==> src/dsw_pkg.sv <==
// shared types and constants for the dual servo slew and wag block
package dsw_pkg;

  localparam int unsigned AngleW = 8;
  localparam int unsigned PauseW = 10;
  localparam int unsigned ActW   = 3;
  localparam int unsigned CfgIdxW  = 3;
  localparam int unsigned CfgDataW = 10;

  localparam logic [AngleW-1:0] StepDegRst   = 8'd2;
  localparam logic [AngleW-1:0] StepIntRst   = 8'd15;
  localparam logic [PauseW-1:0] WagPauseRst  = 10'd100;
  localparam logic [AngleW-1:0] HeadMinRst   = 8'd0;
  localparam logic [AngleW-1:0] HeadMaxRst   = 8'd180;
  localparam logic [AngleW-1:0] TailMinRst   = 8'd0;
  localparam logic [AngleW-1:0] TailMaxRst   = 8'd180;
  localparam logic [AngleW-1:0] TailCenterRst = 8'd90;

  localparam logic [2:0] WagPhaseLow  = 3'd2;
  localparam logic [2:0] WagPhaseHi1  = 3'd1;
  localparam logic [2:0] WagPhaseHi2  = 3'd3;

  typedef enum logic [ActW-1:0] {
    ACT_TICK      = 3'd0,
    ACT_HEAD_EN   = 3'd1,
    ACT_TAIL_EN   = 3'd2,
    ACT_HEAD_GOAL = 3'd3,
    ACT_TAIL_GOAL = 3'd4,
    ACT_WAG       = 3'd5
  } action_e;

  typedef enum logic [CfgIdxW-1:0] {
    REG_STEP_DEG  = 3'd0,
    REG_STEP_INT  = 3'd1,
    REG_WAG_PAUSE = 3'd2,
    REG_HEAD_MIN  = 3'd3,
    REG_HEAD_MAX  = 3'd4,
    REG_TAIL_MIN  = 3'd5,
    REG_TAIL_MAX  = 3'd6,
    REG_TAIL_CTR  = 3'd7
  } cfg_reg_e;

  typedef struct packed {
    logic [AngleW-1:0] step_degrees;
    logic [AngleW-1:0] step_interval;
    logic [PauseW-1:0] wag_pause;
    logic [AngleW-1:0] head_min;
    logic [AngleW-1:0] head_max;
    logic [AngleW-1:0] tail_min;
    logic [AngleW-1:0] tail_max;
    logic [AngleW-1:0] tail_center;
  } cfg_t;

  typedef struct packed {
    logic              accepted;
    logic [AngleW-1:0] head_angle;
    logic [AngleW-1:0] tail_angle;
    logic              head_on;
    logic              tail_on;
    logic              head_moving;
    logic              tail_moving;
  } res_t;

endpackage

==> src/dual_servo_slew_and_wag.sv <==
// Dual servo slew limiter with tail wag. Each input transaction (a millisecond
// tick or a command) is taken into an input register, processed in one pass
// against the servo state and written to an output register, which offers the
// result. One transaction is taken every cycle; the input register only stalls
// while a finished result sits unread in the output register. Every transaction
// returns exactly one result. Configuration registers take effect for the next
// transaction processed and should be written only while no transaction is in
// flight.
module dual_servo_slew_and_wag
  import dsw_pkg::*;
#(
  parameter int unsigned HEAD_CENTER = 90
) (
  input  logic                clk_i,
  input  logic                rst_ni,
  input  logic                cfg_we_i,
  input  logic [CfgIdxW-1:0]  cfg_idx_i,
  input  logic [CfgDataW-1:0] cfg_data_i,
  input  logic                in_valid_i,
  output logic                in_stall_o,
  input  logic [ActW-1:0]     action_i,
  input  logic                enable_value_i,
  input  logic [AngleW-1:0]   angle_value_i,
  output logic                out_valid_o,
  input  logic                out_stall_i,
  output logic                accepted_o,
  output logic [AngleW-1:0]   head_angle_o,
  output logic [AngleW-1:0]   tail_angle_o,
  output logic                head_on_o,
  output logic                tail_on_o,
  output logic                head_moving_o,
  output logic                tail_moving_o
);

  cfg_t              cfg;
  res_t              res, res_q;
  logic              in_vld_q, out_vld_q;
  logic [ActW-1:0]   act_q;
  logic              en_q;
  logic [AngleW-1:0] ang_q;
  logic              adv, fire;

  assign adv        = !out_vld_q || !out_stall_i;
  assign fire       = in_vld_q && adv;
  assign in_stall_o = in_vld_q && !adv;

  dsw_cfg u_cfg (
    .clk_i,
    .rst_ni,
    .cfg_we_i,
    .cfg_idx_i,
    .cfg_data_i,
    .cfg_o (cfg)
  );

  dsw_core #(
    .HeadCenter (HEAD_CENTER)
  ) u_core (
    .clk_i,
    .rst_ni,
    .cfg_i  (cfg),
    .fire_i (fire),
    .act_i  (act_q),
    .en_i   (en_q),
    .ang_i  (ang_q),
    .res_o  (res)
  );

  always_ff @(posedge clk_i or negedge rst_ni) begin
    if (!rst_ni) begin
      in_vld_q  <= 1'b0;
      out_vld_q <= 1'b0;
    end else begin
      if (!in_stall_o) in_vld_q <= in_valid_i;
      if (adv) out_vld_q <= in_vld_q;
    end
  end

  always_ff @(posedge clk_i) begin
    if (in_valid_i && !in_stall_o) begin
      act_q <= action_i;
      en_q  <= enable_value_i;
      ang_q <= angle_value_i;
    end
    if (fire) res_q <= res;
  end

  assign out_valid_o   = out_vld_q;
  assign accepted_o    = res_q.accepted;
  assign head_angle_o  = res_q.head_angle;
  assign tail_angle_o  = res_q.tail_angle;
  assign head_on_o     = res_q.head_on;
  assign tail_on_o     = res_q.tail_on;
  assign head_moving_o = res_q.head_moving;
  assign tail_moving_o = res_q.tail_moving;

endmodule

==> src/dsw_cfg.sv <==
// configuration register file
module dsw_cfg
  import dsw_pkg::*;
(
  input  logic                clk_i,
  input  logic                rst_ni,
  input  logic                cfg_we_i,
  input  logic [CfgIdxW-1:0]  cfg_idx_i,
  input  logic [CfgDataW-1:0] cfg_data_i,
  output cfg_t                cfg_o
);

  cfg_t cfg_q;

  always_ff @(posedge clk_i or negedge rst_ni) begin
    if (!rst_ni) begin
      cfg_q.step_degrees  <= StepDegRst;
      cfg_q.step_interval <= StepIntRst;
      cfg_q.wag_pause     <= WagPauseRst;
      cfg_q.head_min      <= HeadMinRst;
      cfg_q.head_max      <= HeadMaxRst;
      cfg_q.tail_min      <= TailMinRst;
      cfg_q.tail_max      <= TailMaxRst;
      cfg_q.tail_center   <= TailCenterRst;
    end else if (cfg_we_i) begin
      unique case (cfg_reg_e'(cfg_idx_i))
        REG_STEP_DEG:  cfg_q.step_degrees  <= cfg_data_i[AngleW-1:0];
        REG_STEP_INT:  cfg_q.step_interval <= cfg_data_i[AngleW-1:0];
        REG_WAG_PAUSE: cfg_q.wag_pause     <= cfg_data_i[PauseW-1:0];
        REG_HEAD_MIN:  cfg_q.head_min      <= cfg_data_i[AngleW-1:0];
        REG_HEAD_MAX:  cfg_q.head_max      <= cfg_data_i[AngleW-1:0];
        REG_TAIL_MIN:  cfg_q.tail_min      <= cfg_data_i[AngleW-1:0];
        REG_TAIL_MAX:  cfg_q.tail_max      <= cfg_data_i[AngleW-1:0];
        REG_TAIL_CTR:  cfg_q.tail_center   <= cfg_data_i[AngleW-1:0];
        default: ;
      endcase
    end
  end

  assign cfg_o = cfg_q;

endmodule

==> src/dsw_core.sv <==
// servo state registers and the single-pass update for one transaction
module dsw_core
  import dsw_pkg::*;
#(
  parameter int unsigned HeadCenter = 90
) (
  input  logic              clk_i,
  input  logic              rst_ni,
  input  cfg_t              cfg_i,
  input  logic              fire_i,
  input  logic [ActW-1:0]   act_i,
  input  logic              en_i,
  input  logic [AngleW-1:0] ang_i,
  output res_t              res_o
);

  localparam logic [AngleW-1:0] HeadRst = AngleW'(HeadCenter);
  localparam logic [AngleW-1:0] MoveMax = {AngleW{1'b1}};
  localparam logic [PauseW-1:0] PauseMax = {PauseW{1'b1}};

  logic              head_en_q, head_en_d, tail_en_q, tail_en_d;
  logic [AngleW-1:0] head_pos_q, head_pos_d, tail_pos_q, tail_pos_d;
  logic [AngleW-1:0] head_goal_q, head_goal_d, tail_goal_q, tail_goal_d;
  logic [AngleW-1:0] move_q, move_d;
  logic              wag_on_q, wag_on_d, armed_q, armed_d;
  logic [2:0]        phase_q, phase_d;
  logic [PauseW-1:0] pause_q, pause_d;
  logic              ok;

  logic [AngleW-1:0] move_inc, head_step, tail_step;
  logic              step_go, wag_hit;
  logic [PauseW-1:0] pause_inc;
  logic [2:0]        phase_nx;

  function automatic logic [AngleW-1:0] slew(input logic [AngleW-1:0] pos,
                                            input logic [AngleW-1:0] goal,
                                            input logic [AngleW-1:0] lim);
    logic              up;
    logic [AngleW-1:0] diff;
    up   = goal > pos;
    diff = up ? goal - pos : pos - goal;
    if (diff > lim) diff = lim;
    return up ? pos + diff : pos - diff;
  endfunction

  // tick path: movement interval, slew step, pause count
  assign move_inc  = (move_q != MoveMax) ? move_q + 1'b1 : move_q;
  assign step_go   = move_inc >= cfg_i.step_interval;
  assign head_step = (step_go && head_en_q) ?
                     slew(head_pos_q, head_goal_q, cfg_i.step_degrees) : head_pos_q;
  assign tail_step = (step_go && tail_en_q) ?
                     slew(tail_pos_q, tail_goal_q, cfg_i.step_degrees) : tail_pos_q;
  assign pause_inc = (armed_q && pause_q != PauseMax) ? pause_q + 1'b1 : pause_q;
  assign wag_hit   = wag_on_q && tail_en_q && (tail_step == tail_goal_q);
  assign phase_nx  = phase_q + 3'd1;

  always_comb begin
    head_en_d   = head_en_q;
    tail_en_d   = tail_en_q;
    head_pos_d  = head_pos_q;
    tail_pos_d  = tail_pos_q;
    head_goal_d = head_goal_q;
    tail_goal_d = tail_goal_q;
    move_d      = move_q;
    wag_on_d    = wag_on_q;
    armed_d     = armed_q;
    phase_d     = phase_q;
    pause_d     = pause_q;
    ok          = 1'b0;
    unique case (act_i)
      ACT_TICK: begin
        ok         = 1'b1;
        move_d     = step_go ? '0 : move_inc;
        head_pos_d = head_step;
        tail_pos_d = tail_step;
        pause_d    = pause_inc;
        if (wag_hit) begin
          if (!armed_q) begin
            armed_d = 1'b1;
            pause_d = '0;
          end else if (pause_inc >= cfg_i.wag_pause) begin
            armed_d = 1'b0;
            pause_d = '0;
            phase_d = phase_nx;
            if (phase_nx == WagPhaseHi1 || phase_nx == WagPhaseHi2) begin
              tail_goal_d = cfg_i.tail_max;
            end else if (phase_nx == WagPhaseLow) begin
              tail_goal_d = cfg_i.tail_min;
            end else begin
              // last leg: back to rest and the wag is over
              tail_goal_d = cfg_i.tail_center;
              wag_on_d    = 1'b0;
              phase_d     = '0;
            end
          end
        end
      end
      ACT_HEAD_EN: begin
        ok        = 1'b1;
        head_en_d = en_i;
      end
      ACT_TAIL_EN: begin
        ok = 1'b1;
        if (en_i != tail_en_q) begin
          tail_en_d = en_i;
          wag_on_d  = 1'b0;
          phase_d   = '0;
        end
      end
      ACT_HEAD_GOAL: begin
        if (head_en_q && ang_i >= cfg_i.head_min && ang_i <= cfg_i.head_max) begin
          ok          = 1'b1;
          head_goal_d = ang_i;
        end
      end
      ACT_TAIL_GOAL: begin
        if (tail_en_q && ang_i >= cfg_i.tail_min && ang_i <= cfg_i.tail_max) begin
          ok          = 1'b1;
          tail_goal_d = ang_i;
          wag_on_d    = 1'b0;
          phase_d     = '0;
        end
      end
      ACT_WAG: begin
        if (tail_en_q) begin
          ok          = 1'b1;
          wag_on_d    = 1'b1;
          phase_d     = '0;
          armed_d     = 1'b0;
          pause_d     = '0;
          tail_goal_d = cfg_i.tail_min;
        end
      end
      default: ;
    endcase
  end

  always_ff @(posedge clk_i or negedge rst_ni) begin
    if (!rst_ni) begin
      head_en_q   <= 1'b0;
      tail_en_q   <= 1'b0;
      head_pos_q  <= HeadRst;
      tail_pos_q  <= TailCenterRst;
      head_goal_q <= HeadRst;
      tail_goal_q <= TailCenterRst;
      move_q      <= '0;
      wag_on_q    <= 1'b0;
      armed_q     <= 1'b0;
      phase_q     <= '0;
      pause_q     <= '0;
    end else if (fire_i) begin
      head_en_q   <= head_en_d;
      tail_en_q   <= tail_en_d;
      head_pos_q  <= head_pos_d;
      tail_pos_q  <= tail_pos_d;
      head_goal_q <= head_goal_d;
      tail_goal_q <= tail_goal_d;
      move_q      <= move_d;
      wag_on_q    <= wag_on_d;
      armed_q     <= armed_d;
      phase_q     <= phase_d;
      pause_q     <= pause_d;
    end
  end

  always_comb begin
    res_o.accepted    = ok;
    res_o.head_angle  = head_pos_d;
    res_o.tail_angle  = tail_pos_d;
    res_o.head_on     = head_en_d;
    res_o.tail_on     = tail_en_d;
    res_o.head_moving = head_en_d && (head_pos_d != head_goal_d);
    res_o.tail_moving = tail_en_d && ((tail_pos_d != tail_goal_d) || wag_on_d);
  end

endmodule

==> config.mk <==
export PLATFORM = sky130hd
export DESIGN_NAME = dual_servo_slew_and_wag
export DESIGN_NICKNAME = d
export VERILOG_FILES = /design/src/dsw_pkg.sv /design/src/dual_servo_slew_and_wag.sv /design/src/dsw_cfg.sv /design/src/dsw_core.sv
export SDC_FILE = /design/constraint.sdc
export NUM_CORES = 1
export LEC_CHECK = 0
export BUFFER_PORTS_ARGS = -buffer_cell sky130_fd_sc_hd__buf_2
export CAP_MARGIN = 15
export CORE_MARGIN = 3
export CORE_UTILIZATION = 56
export CTS_BUF_LIST = sky130_fd_sc_hd__clkbuf_4 sky130_fd_sc_hd__clkbuf_8 sky130_fd_sc_hd__clkbuf_16
export CTS_CLUSTER_DIAMETER = 30
export DETAILED_ROUTE_END_ITERATION = 12
export PLACE_DENSITY = 0.75
export SYNTH_ARGS = -nofsm -noshare
export SYNTH_HDL_FRONTEND = slang
export SYNTH_SLANG_ARGS = --single-unit
==> constraint.sdc <==
create_clock -name clk_i -period 14.6 [get_ports clk_i]
set_input_delay 2.19 -clock clk_i [delete_from_list [all_inputs] [get_ports clk_i]]
set_output_delay 2.19 -clock clk_i [all_outputs]
set_load 0.01 [all_outputs]
### Yosys cells after proc, flatten, opt, wreduce, memory -nomap -nowiden

Cells that the tools add are included.

* multiplexer cells: 58
* reduce and logical (&&, ||, !) cells: 38
* add/subtract/negate cells: 11
* magnitude comparators: 10
* equal/unequal tests: 27

Operator list (number)
* $mux W8: 21
* $mux W10: 5
* $sub A8 B8 Y8: 6
* $gt A8 B8 Y1: 4
* $ge A8 B8 Y1: 3
* $mux W3: 8
* $pmux W8 S3: 1
* $pmux W10 S2: 1
* $eq A3 B2 Y1 const B: 6
* $eq A3 B3 Y1 const B: 6
* $mux W1: 18
* $reduce_and A2 Y1: 9
* $add A8 B8 Y8: 2
* $le A8 B8 Y1: 2
* $ne A8 B8 Y1: 2
* $logic_and A1 B1 Y1: 14
* $ne A2 B1 Y1 const B: 6
* $pmux W3 S4: 1
* $add A10 B1 Y10 const B: 1
* $ge A10 B10 Y1: 1
* $ne A10 B10 Y1 const B: 1
* $eq A3 B1 Y1 const B: 3
* $add A8 B1 Y8 const B: 1
* $eq A8 B8 Y1: 1
* other kinds (14): 21

* bits of input ports: 30
* word-level logic and storage cells: 175
* flip-flop bits (word level): 158
* output and inout port bits: 23

### Logic depth before layout (Yosys ltp)

* depth in word-level cells: 14
* gate-level depth with buffers: 39
* gate-level depth less buffers: 36

### Modules after synthesis

A second synthesis with hierarchy kept.

* cell total of the unflattened synthesis: 1379
* area, all modules: 12664.6 um^2

By module, submodules not included
* dsw_core: area an instance 9031.2 um^2, seq. area each 1446.4 um^2, instances 1, cells each 1191
* dsw_cfg: area an instance 2549.9 um^2, seq. area each 1676.6 um^2, instances 1, cells each 147
* dual_servo_slew_and_wag: area an instance 1083.5 um^2, seq. area each 1041.0 um^2, instances 1, cells each 41

### Least setup slack after synthesis

Ideal clock, no wire load.

* path type: reg-to-reg
* from: register u_core.tail_goal_q[0]
* to: register res_q, in the netlist tail_moving_o, data pin
* path slack: 6.142 ns
* stages on the path, launching flop included: 38
* buffers on the path: 6
* library setup time: 0.273 ns
* clock period less this slack: 8.458 ns
* arrival: 8.185 ns
* data required time: 14.327 ns
* cells stage by stage: dfrtp_1 inv_1 ha_1 inv_1 fa_1 a211oi_1 o21a_2 a21oi_2 buf_6 mux2i_1 xnor2_1 ha_1 a21o_1 a221o_1 a21oi_1 or2_1 clkbuf_1 buf_2 [2 not listed] ha_1 a21oi_1 ha_1 nor2b_1 o2111ai_1 a21oi_1 a211oi_1 clkbuf_1 nor3_1 nor4_1 nand3_1 a211o_1 or3_1 buf_2 mux2_4 or3_1 a211oi_2 a41oi_1

RTL lines
* from (decl): line dsw_core.sv:23 `logic [AngleW-1:0] head_goal_q, head_goal_d, tail_goal_q, tail_goal_d;`
* from (signal assigned): line dsw_core.sv:145 `tail_goal_q <= TailCenterRst;`
* from (signal assigned): line dsw_core.sv:157 `tail_goal_q <= tail_goal_d;`
* to (signal assigned): line dual_servo_slew_and_wag.sv:85 `if (fire) res_q <= res;`
* to (decl): line dual_servo_slew_and_wag.sv:36 `res_t res, res_q;`

==> impl_summary.md <==
Clock network
The count of hold buffers inserted by post-cts repair is 0. The number of buffers between clock root and the deepest sink is 2. The clock transition at the registers of the reported paths is 0.08 ns. The maximum level of the CTS H-tree is 4.

After clock tree synthesis, the repair step resized 0 gates. Counting every sink on the clock net gives 158. The number of clock buffers added by TritonCTS is 17. The total setup buffers inserted after CTS is 0.

The clock latency of the later-clocked register in the worst-skew pair is 0.44 ns. In this run the clock root is driven by a clkbuf_16. TritonCTS built the clock tree.

Placed design
The half-perimeter wire length of the detailed placement result is 25400 um. The number of buffers added on ports is 52. Routability-driven placement finished with a final weighted congestion of 0.981. The post-placement setup slack is 5.35 ns.

Power and ir drop
The total chip power is 2.79 mW. Across the VDD grid, the largest voltage drop is 98.2 uV. In this run the power density over the cells is 208 nW/um2. The total leakage power is 6.07 nW.

Synth
For this run, the leading register cell type out of synthesis is dfrtp_1. After synthesis, the share of flip-flops with an asynchronous set or reset is 0.791. Counting flops with a built-in enable in the synthesized netlist gives 33. The synthesized netlist net count is 1532. The post-synthesis instance area is 12300 um2. A synthesized cell averages 8.92 um2. The number of warning messages in the yosys log is 0.

The post-synthesis instance total is 1380. The number of distinct library cells after synthesis is 80. For this run, the register share of the synthesized area comes to 0.338. In this run, synthesis produced a sequential element count of 158.

Drt
The detailed router put a total of 15500 um of wire on met1. The average detailed-routed wire length per instance is 20.1 um. The starting DRC count in detailed routing is 888.

The average via count per standard cell is 6.34. The total via count in the routed design is 10800. For this run, design rule violations remaining after detail routing come to 0. The number of optimization iterations in the first detailed-route pass is 6.

After detailed routing, no signal wire sits above met4. Summed over all nets, wire length on met3 after detailed routing comes to 2440 um. The detail route stage leaves a number of antenna-violating nets equal to 0. Summed over all layers, the routed wires come to 34100 um. Detailed routing placed a total of 15300 um of wire on met2.

Floorplanning
Pin placement for this block handled 53 I/O pins. The die extent in x is 154 um. The floorplan step set the die height to 154 um.

The floorplan step defined a die boundary enclosing 23800 um2. The starting utilization of the core area is 0.578. The count of standard-cell rows is 53.

The placeable core region is 21300 um2.

Setup path
The startpoint type of the worst setup path is a flop. The startpoint identified for the worst register-to-register timing path is u_core.tail_goal_q[0]$_DFFE_PN0P_. In this run the critical register-to-register path is captured at tail_moving_o$_DFFE_PP_. The maximum fanout encountered on the critical timing path is 24. The slowest stage cell on the critical path is or2_1. The critical path launch point is u_core.tail_goal_q[0]$_DFFE_PN0P_. On the worst path, the slowest cell contributes a delay of 0.61 ns.

STA puts the critical path data arrival time at 9.59 ns. The type of the worst setup path is flop to flop. The flop-to-flop setup slack is 5.19 ns. The worst register-to-register path has a depth of 33.

The capture point of the critical path is tail_moving_o$_DFFE_PP_. The worst setup path is captured at a flop. Data on the critical path is required at its endpoint by 14.78 ns.

Finish
The final core area utilization is 0.630. The antenna cell count is 0. The most frequent standard cell in the layout excluding fill and tap cells is nand2_1.

From synthesis to final layout, the design area changed by 9.06%. In the final design database the tool counted 1566 nets. The top cell types in the final layout, fill and taps aside, are 132 x nand2_1, 127 x inv_1, 116 x ha_1.

The layout cell share with drive strength beyond 1 is 0.142.

Outcome
The flow ran to the end, and the final reports show no timing, DRC or antenna violations.

Timing
Dividing the final minimum period by the clock period gives 0.644. The final setup violation count is 0. The clock skew is 0.0119 ns. Across all hold checks on the routed design, the worst slack comes to 0.492 ns. The sum of negative setup slack is 0 ns. The number of hold violations in the final report came to 0. The pin slew with the least headroom to its limit is 1.10 ns.

Across all setup checks in the final design, the least slack found is 5.19 ns. The number of pins with negative max-slew slack in the final report is 0. Setup repair after global routing left no endpoint under its margin. Static timing analysis puts the maximum clock frequency at 106 MHz. The worst relative slew slack is 0.263. The minimum clock period after layout is 9.41 ns.

Run
Across the run, the number of max-cap violations was 0.

Global route
The via count of the first global-routing pass came to 10200. The initial antenna violation count came to 0. The first global-routing pass estimated 54600 um of wire.

For this run the aggregate overflow at the end of global routing stands at 0. The total routing resource utilization after global routing is 0.287. The pin count of the biggest net entering global routing is 72.

Hold path
Along the worst hold path, the cell count comes to 1. The tightest min-delay check is of the flop to flop type.
-- synth_stat cells (all sizes together) (18+ instances only) --
cell      n  area [um2]
mux2     53         601
mux2i    35         350
nor3     28         145
nand3    25         125
inv     127         477
xnor2    43         377
nand2b   21         131
dfrtp    89        2230
a21o     33         248
edfxtp   33         991
ha      116        1450
nand2   132         495
dfstp    36         946
clkbuf   38         143
nor2     81         304
o21ai   114         571
a21oi    94         478
nor4     18         113
-- area by class of cell --
class	count	area [um2]
Clock buffer	17	425
Clock inverter	15	191
Fill cell	1777	7870
Inverter	128	480
Multi-Input combinational cell	1046	7470
Sequential cell	158	4160
Tap cell	275	344
Timing Repair Buffer	63	345
-- sequential cells by signal (all words and copies together) (netlist names), 8 cells and up --
signal and flops:
u_core.pause_q 10, head_angle_o 8, u_core.move_q 8, ang_q 8, u_core.head_goal_q 8, u_core.tail_goal_q 8, u_cfg.cfg_o 66, u_core.head_pos_q 8
tail_angle_o 8, u_core.tail_pos_q 8
-- power breakdown --
part | total (mW) | leakage (nW) | internal, mW | switching [mW]
clock network | 0.454 | 0.299 | 0.234 | 0.220
registers | 0.627 | 1.82 | 0.545 | 0.0822
logic | 1.71 | 3.96 | 0.685 | 1.02
-- how the worst min path moves through the flow --
stage | endpoint | startpoint
floorplan | out_valid_o$_DFFE_PN0N_ | in_vld_q$_DFFE_PN0N_
global placement | out_valid_o$_DFFE_PN0N_ | in_vld_q$_DFFE_PN0N_
detailed placement | out_valid_o$_DFFE_PN0N_ | in_vld_q$_DFFE_PN0N_
CTS | out_valid_o$_DFFE_PN0N_ | in_vld_q$_DFFE_PN0N_
global route | out_valid_o$_DFFE_PN0N_ | in_vld_q$_DFFE_PN0N_
finish | out_valid_o$_DFFE_PN0N_ | in_vld_q$_DFFE_PN0N_
-- layer usage --
layer  global-route usage  vias up
met4               0.0908        0
li1                     -     5047
met1                0.416     5198
met2                0.445      474
met3               0.0434       73
met5                    0        -
-- worst max-delay path, delay by kind of cell, from the launching register on --
kind	cells	cell delay, ns
AOI/OAI and AO/OA	13	2.95
and+or+nand+nor	9	2.78
adders and majority gates	4	1.29
xor gates and xnor gates	2	0.68
buffers and inverters	3	0.49
muxes	2	0.47
DFF	1	0.47
-- stage by stage --
stage / cells / cell area, um2
floorplan: 1380 / 12300
global placement: 1670 / 12800
detailed placement: 1670 / 12800
CTS: 1702 / 13400
global route: 1702 / 13400
finish: 1702 / 13400
-- cells by family (layout without fill, tap and decap cells) --
group / after synthesis / after routing / synth area share
AOI/OAI and AO/OA: 380 / 380 / 0.202
adders and majority gates: 122 / 122 / 0.128
and+or+nand+nor: 397 / 397 / 0.157
xor gates and xnor gates: 59 / 59 / 0.0420
muxes: 88 / 88 / 0.0773
DFF: 158 / 158 / 0.338
buffers and inverters: 176 / 223 / 0.0554
No activity file was read; power rests on OpenSTA's default activity.
